$ cat src/tel_pkg.sv
// ----------------------------------------------------------------------------
// tel_pkg: shared types and constants for the timestamped event log
// Holds the operation codes, the stored entry layout and the field widths.
// ----------------------------------------------------------------------------
`default_nettype none

package tel_pkg;

  localparam int LOG_DEPTH_DEF = 4096;

  localparam int STAMP_W = 64;
  localparam int KIND_W  = 8;
  localparam int DATA_W  = 32;
  localparam int IDX_W   = 12;
  localparam int CNT_W   = 13;

  typedef enum logic [1:0] {
    OP_APPEND = 2'd0,
    OP_SEEK   = 2'd1,
    OP_READ   = 2'd2,
    OP_CLEAR  = 2'd3
  } op_t;

  typedef struct packed {
    logic [STAMP_W-1:0] stamp;
    logic [KIND_W-1:0]  kind;
    logic [DATA_W-1:0]  data;
  } entry_t;

endpackage

`default_nettype wire

$ cat src/tel_seek.sv
// ----------------------------------------------------------------------------
// tel_seek: lower-bound search sequencer
// Issue one memory probe per cycle; narrow the lo/hi window on each return.
// ----------------------------------------------------------------------------
`default_nettype none

module tel_seek import tel_pkg::*; #(
  parameter int  LOG_DEPTH = LOG_DEPTH_DEF,
  localparam int AW        = $clog2(LOG_DEPTH),
  localparam int CW        = $clog2(LOG_DEPTH + 1)
) (
  input  wire logic               clk,
  input  wire logic               rst_n,
  input  wire logic               start,
  input  wire logic [STAMP_W-1:0] key,
  input  wire logic [CW-1:0]      count,
  input  wire logic [STAMP_W-1:0] rd_stamp,
  output logic                    rd_en,
  output logic [AW-1:0]           rd_addr,
  output logic                    done,
  output logic [CW-1:0]           position
);

  logic [STAMP_W-1:0] key_r, key_nxt;
  logic [CW-1:0]      lo_r, lo_nxt;
  logic [CW-1:0]      hi_r, hi_nxt;
  logic [AW-1:0]      mid_r, mid_nxt;
  logic               probe_r, probe_nxt;
  logic               done_r, done_nxt;

  logic               less;
  logic [CW-1:0]      lo_c, hi_c, span_c, mid_c;
  logic               issue;

  always_comb begin
    less = rd_stamp < key_r;
    if (start) begin
      lo_c = '0;
      hi_c = count;
    end else if (less) begin
      lo_c = CW'(mid_r) + CW'(1);
      hi_c = hi_r;
    end else begin
      lo_c = lo_r;
      hi_c = CW'(mid_r);
    end
    span_c = hi_c - lo_c;
    mid_c  = lo_c + (span_c >> 1);
    issue  = (start || probe_r) && (lo_c < hi_c);

    key_nxt   = start ? key : key_r;
    lo_nxt    = lo_r;
    hi_nxt    = hi_r;
    mid_nxt   = mid_r;
    probe_nxt = 1'b0;
    done_nxt  = 1'b0;
    if (start || probe_r) begin
      lo_nxt    = lo_c;
      hi_nxt    = hi_c;
      mid_nxt   = mid_c[AW-1:0];
      probe_nxt = issue;
      done_nxt  = !issue;
    end
  end

  always_ff @(posedge clk) begin
    if (!rst_n) begin
      probe_r <= 1'b0;
      done_r  <= 1'b0;
    end else begin
      probe_r <= probe_nxt;
      done_r  <= done_nxt;
    end
  end

  always_ff @(posedge clk) begin
    key_r <= key_nxt;
    lo_r  <= lo_nxt;
    hi_r  <= hi_nxt;
    mid_r <= mid_nxt;
  end

  assign rd_en    = issue;
  assign rd_addr  = mid_c[AW-1:0];
  assign done     = done_r;
  assign position = lo_r;

endmodule

`default_nettype wire

$ cat config.mk
export PLATFORM = sky130hd
export DESIGN_NAME = tel_seek
export DESIGN_NICKNAME = d
export VERILOG_FILES = /design/src/tel_pkg.sv /design/src/tel_seek.sv
export SDC_FILE = /design/constraint.sdc
export NUM_CORES = 1
export LEC_CHECK = 0
export BUFFER_PORTS_ARGS = -buffer_cell sky130_fd_sc_hd__buf_2
export CAP_MARGIN = 5
export CORE_AREA = 2 2 133 135
export CTS_BUF_LIST = sky130_fd_sc_hd__clkbuf_16
export DETAILED_ROUTE_END_ITERATION = 16
export DIE_AREA = 0 0 135 137
export PLACE_DENSITY = 0.63
export SETUP_SLACK_MARGIN = 0.15
export SLEW_MARGIN = 5
export SYNTH_ARGS = -nofsm -noshare
export SYNTH_HDL_FRONTEND = slang
export SYNTH_SLANG_ARGS = --single-unit
$ cat constraint.sdc
create_clock -name clk -period 16.8 [get_ports clk]
set_input_delay 1.68 -clock clk [delete_from_list [all_inputs] [get_ports clk]]
set_output_delay 1.68 -clock clk [all_outputs]
set_load 0.01 [all_outputs]
Yosys cells after proc, flatten, opt, wreduce, memory -nomap -nowiden --
Cells that the tools add are included.
Cells by class: $add $sub $neg 3, order comparisons 2, multiplexer cells 4, reduce and logical (&&, ||, !) cells 4
Operator list (count):
- < comparator 64 bit | 1
- two-way mux 13 bit | 4
- adder 12 x 1 -> 13 bit (second input constant) | 1
- < comparator 13 bit | 1
- subtractor 13 bit | 1
- adder 12 bit | 1
- AND reduction 2 bit | 1
- logical AND 1 bit | 1
- logical NOT 1 bit | 1
- logical OR 1 bit | 1
Storage, ports and cells: bits in registers 104, bits of input ports 144, output and inout port bits 27, logic and storage cells 19

Logic depth before layout (Yosys ltp) --
depth in word-level cells 6, depth in mapped cells 30, depth with buffers taken out 28

Least setup slack after synthesis --
OpenSTA, ideal clock, no wires.
kind input to output, from input port rd_stamp[43], to output port rd_addr[11], data arrival time 6.991 ns, required time 15.120 ns, slack 8.129 ns, cell stages on the path 27, path buffers 2, cells stage by stage ha_1 > and4_4 > and3_1 > and4_4 > and3_4 > a211oi_2 > nand2_1 > clkbuf_1 > mux2i_1 > or2_2 > ha_1 > nor2b_1 > o21ai_0 > nand2b_1 > and2_0 > clkbuf_1 > nor2_1 > ha_1 > a21oi_1 > inv_1 > a21oi_1 > nor3_1 > a211o_1 > a2111oi_4 > o311ai_2 > a21oi_2 > xnor2_1
Between the ends: word-level cells in the longest chain between the ends 5, elaborated cells on any way between the ends 7, classes of those cells add/sub (2); order compare (1); mux (4)
Ends and longest elaborated chain:
- start: declaration | line tel_seek.sv:17 | input wire logic [STAMP_W-1:0] rd_stamp,
- < comparator 64 bit (*) | line tel_seek.sv:36 | less = rd_stamp < key_r;
- two-way mux 13 bit | line tel_seek.sv:40 | end else if (less) begin
- two-way mux 13 bit | line tel_seek.sv:37 | if (start) begin
- subtractor 13 bit | line tel_seek.sv:47 | span_c = hi_c - lo_c;
- adder 12 bit (*) | line tel_seek.sv:48 | mid_c = lo_c + (span_c >> 1);
- end: declaration | line tel_seek.sv:19 | output logic [AW-1:0] rd_addr,
Mark *: on every way between the ends. The rest lies on a longest branch, timed or not.

Final worst setup path --
from input port rd_stamp[30], to output port rd_addr[11]
Between the ends: word-level cells in the longest chain between the ends 5, elaborated cells on any way between the ends 7, classes of those cells add/sub (2); order compare (1); mux (4)
Ends and longest elaborated chain:
- < comparator 64 bit | line tel_seek.sv:36
- two-way mux 13 bit | line tel_seek.sv:40
- two-way mux 13 bit | line tel_seek.sv:37
- named net hi_c[1] | line tel_seek.sv:32 | logic [CW-1:0] lo_c, hi_c, span_c, mid_c;
- subtractor 13 bit | line tel_seek.sv:47
- adder 12 bit | line tel_seek.sv:48
The timed path passes the listed nets, and every way through them passes these cells.

==> metrics <==
status=finished clean; unrepaired setup endpoints after global routing=false; critical path class=in -> out; Main synth FF type=edfxtp_1; vias per cell=just under 5; Max Fanout on Critical Path=34; CTS H-Tree Depth=3; Setup Buffers After CTS=0; CP Buf/Inv Count=5; Final Non-Filler Cells=1,033; Initial DRT Pass Iterations=5; Final Worst Setup Slack=7.26 ns; cts-stage hold buffer count=0; # diodes=0; final hold violations=0; initial antenna violation count=0; Area contributors post-synth=edfxtp_1, ha_1, inv_1; Nets=between 1,000 and 1,500; Fin Clk Skew=approximately 0.013 ns; Syn. warnings=0; Arr. time, crit path=7.86 ns; Slowest-stage cell, CP=nor4_1; Die ar.=~0.018 mm^2; minimum clock period=~9.5 ns; Crit path max-delay family=compound AO/OA/AOI/OAI gates; critical path depth in cells=29; root buffer cell=clkbuf_16; EDFF count, synth=102; Power Total=1.22 mW; Post-Syn Instances=between 600 and 700; antenna-violating nets left=0; clock latency on the worst-skew pair=around 0.37 ns; critical path's largest stage delay=0.57 ns; CTS max path bufs=2; top cell type's share of synthesized area=a little under half; Top Layer Used=met4; WL/cell=between 15 and 20 um; Leak=3.86 nW; GRT Total Usage=between 10% and 20%; largest net degree at the start of global routing=57; WL met3=between 700 and 800 um; DR WL met2=7.54 mm; MaxCap Viol Count=0; crit start category=primary input; Starting Density=39.6%; drt first-iter violations=175; peak supply drop=around 74 uV; max-slew violations=0; CTS sink cnt=104; Hold Path Depth=3; Max-slew headroom=35.2%; die height=roughly 140 um; Tightest Hold Check Type=reg -> reg; share of post-route cells with drive strength above 1=between 20 and 30%; area leader, netlist=edfxtp_1; P per Cell Area=between 100 and 150 mW/mm^2; Area after DPL=~0.008 mm^2; asr flop ratio synth=0%; Reg clk slew, reported paths=~0.07 ns; Final HPWL DP=approximately 12 mm; commonest non-fill, non-tap cells in the layout=buf_2, edfxtp_1, inv_1, ha_1, a21oi_1; Post-Syn Area=0.00676 mm^2; TritonCTS Buffers=9; kind of end point of the critical path=primary output; vias in the first global route=4,986; Overflow after GRT=0; port bufs=170; Worst EP required=approximately 15 ns; Core Box Area=0.0171 mm^2; Setup Slack @ Placement=approximately 7.3 ns; # DRC=0; final setup vio count=0; vias=roughly 5,100; most common cell after layout, fill and taps aside=buf_2; Die Wd=between 100 and 150 um; final WL=about 16 mm; Site Rows=48; post-cts resize count=0; fin area=roughly 0.0082 mm^2; Layout area overhead=20.7%; dpl cells=1,017; Tcrit/Tclk final=between 50% and 60%; Least-Margin Pin Slew=around 0.97 ns; Metal-1 WL=about 7.0 mm; I/O pins=between 150 and 200; Max Clock Freq=105 MHz; part of the Yosys area used for sequential elements=45.9%; worst r2r path cells=28; CTS tree=yes; first-pass GRT wire length=between 20 and 25 mm; setup TNS=0 ns; syn_area_per_cell=10.7 um^2; routability cong.=0.886; Syn Nets=863; Synth Register Bits=between 100 and 150; synth unique cells=58
## cell families after synthesis
| family | synth area share [%] |
|---|---|
| AO/OA/AOI/OAI | 13.5 |
| XOR/XNOR | 4.28 |
| adder cells (fa/ha/maj) | 16.7 |
| buffers and inverters | 5.61 |
| flip-flops | 45.9 |
| multiplexers | 1.78 |
| AND/OR/NAND/NOR | 12.2 |
## power breakdown
part	internal, mW	switching [mW]
Clock	0.104	0.107
Combinational	0.263	0.356
Sequential	0.357	0.0307
## worst min-delay path, stage by stage, from the launching register on
cell and delay (ns):
edfxtp_1 0.32, mux2i_1 0.06, o21a_1 0.19, inv_1 0.05
## state kept, by name, summed over array words and instances (netlist names)
register,count
key_r,64
probe_r,1
done,1
position,13
hi_r,13
mid_r,12
## cells in the mapped netlist (3+ instances only)
cell type and number:
or2_2 11, o21ai_0 27, nor4_1 3, inv_1 91, nand4_1 5, a221oi_1 3
o31ai_1 3, and4_4 3, o21a_1 5, and3_1 5, and4_1 4, nand3_1 17
mux2i_1 12, nor3_1 6, clkbuf_1 9, xor2_1 8, ha_1 87, a211oi_1 3
a31oi_1 3, edfxtp_1 102, xnor2_1 25, nand2b_1 3, a21oi_1 52, nand2_1 48
nor2_1 39, a21o_1 11, o211ai_1 4
## path summary, 6_finish.rpt
kind,startpoint,endpoint,slack [ns]
setup / recovery,rd_stamp[30],rd_addr[11],7.26
hold / removal,hi_r[0]$_DFFE_PN_,hi_r[0]$_DFFE_PN_,0.72
hold reg to reg,hi_r[0]$_DFFE_PN_,hi_r[0]$_DFFE_PN_,0.72
setup reg to reg,key_r[31]$_DFFE_PP_,mid_r[11]$_DFFE_PN_,10.32
## layout make-up
type / count / area, um^2
tap: 225 / 282
sequential: 104 / 3100
clock inverter: 7 / 63.8
multi-input combinational: 425 / 3270
inverter: 91 / 342
fill: 1657 / 8900
timing repair buffer: 172 / 868
clock buffer: 9 / 225
## metal layers
metal	up-vias	GRT usage, %
met5	-	0
met4	0	6.02
met2	123	29.8
li1	2612	-
met1	2317	21.7
met3	24	3.78
## per-stage QoR
stage / hold WS, ns / utilization (%)
4_1_cts: 0.721 / 47.8
5_1_grt: 0.753 / 47.8
6_report: 0.718 / 47.8
2_1_floorplan: 0.645 / -
3_3_place_gp: 0.695 / 46.1
3_5_place_dp: 0.704 / 46.1
Power figures use the tool's default switching activity.
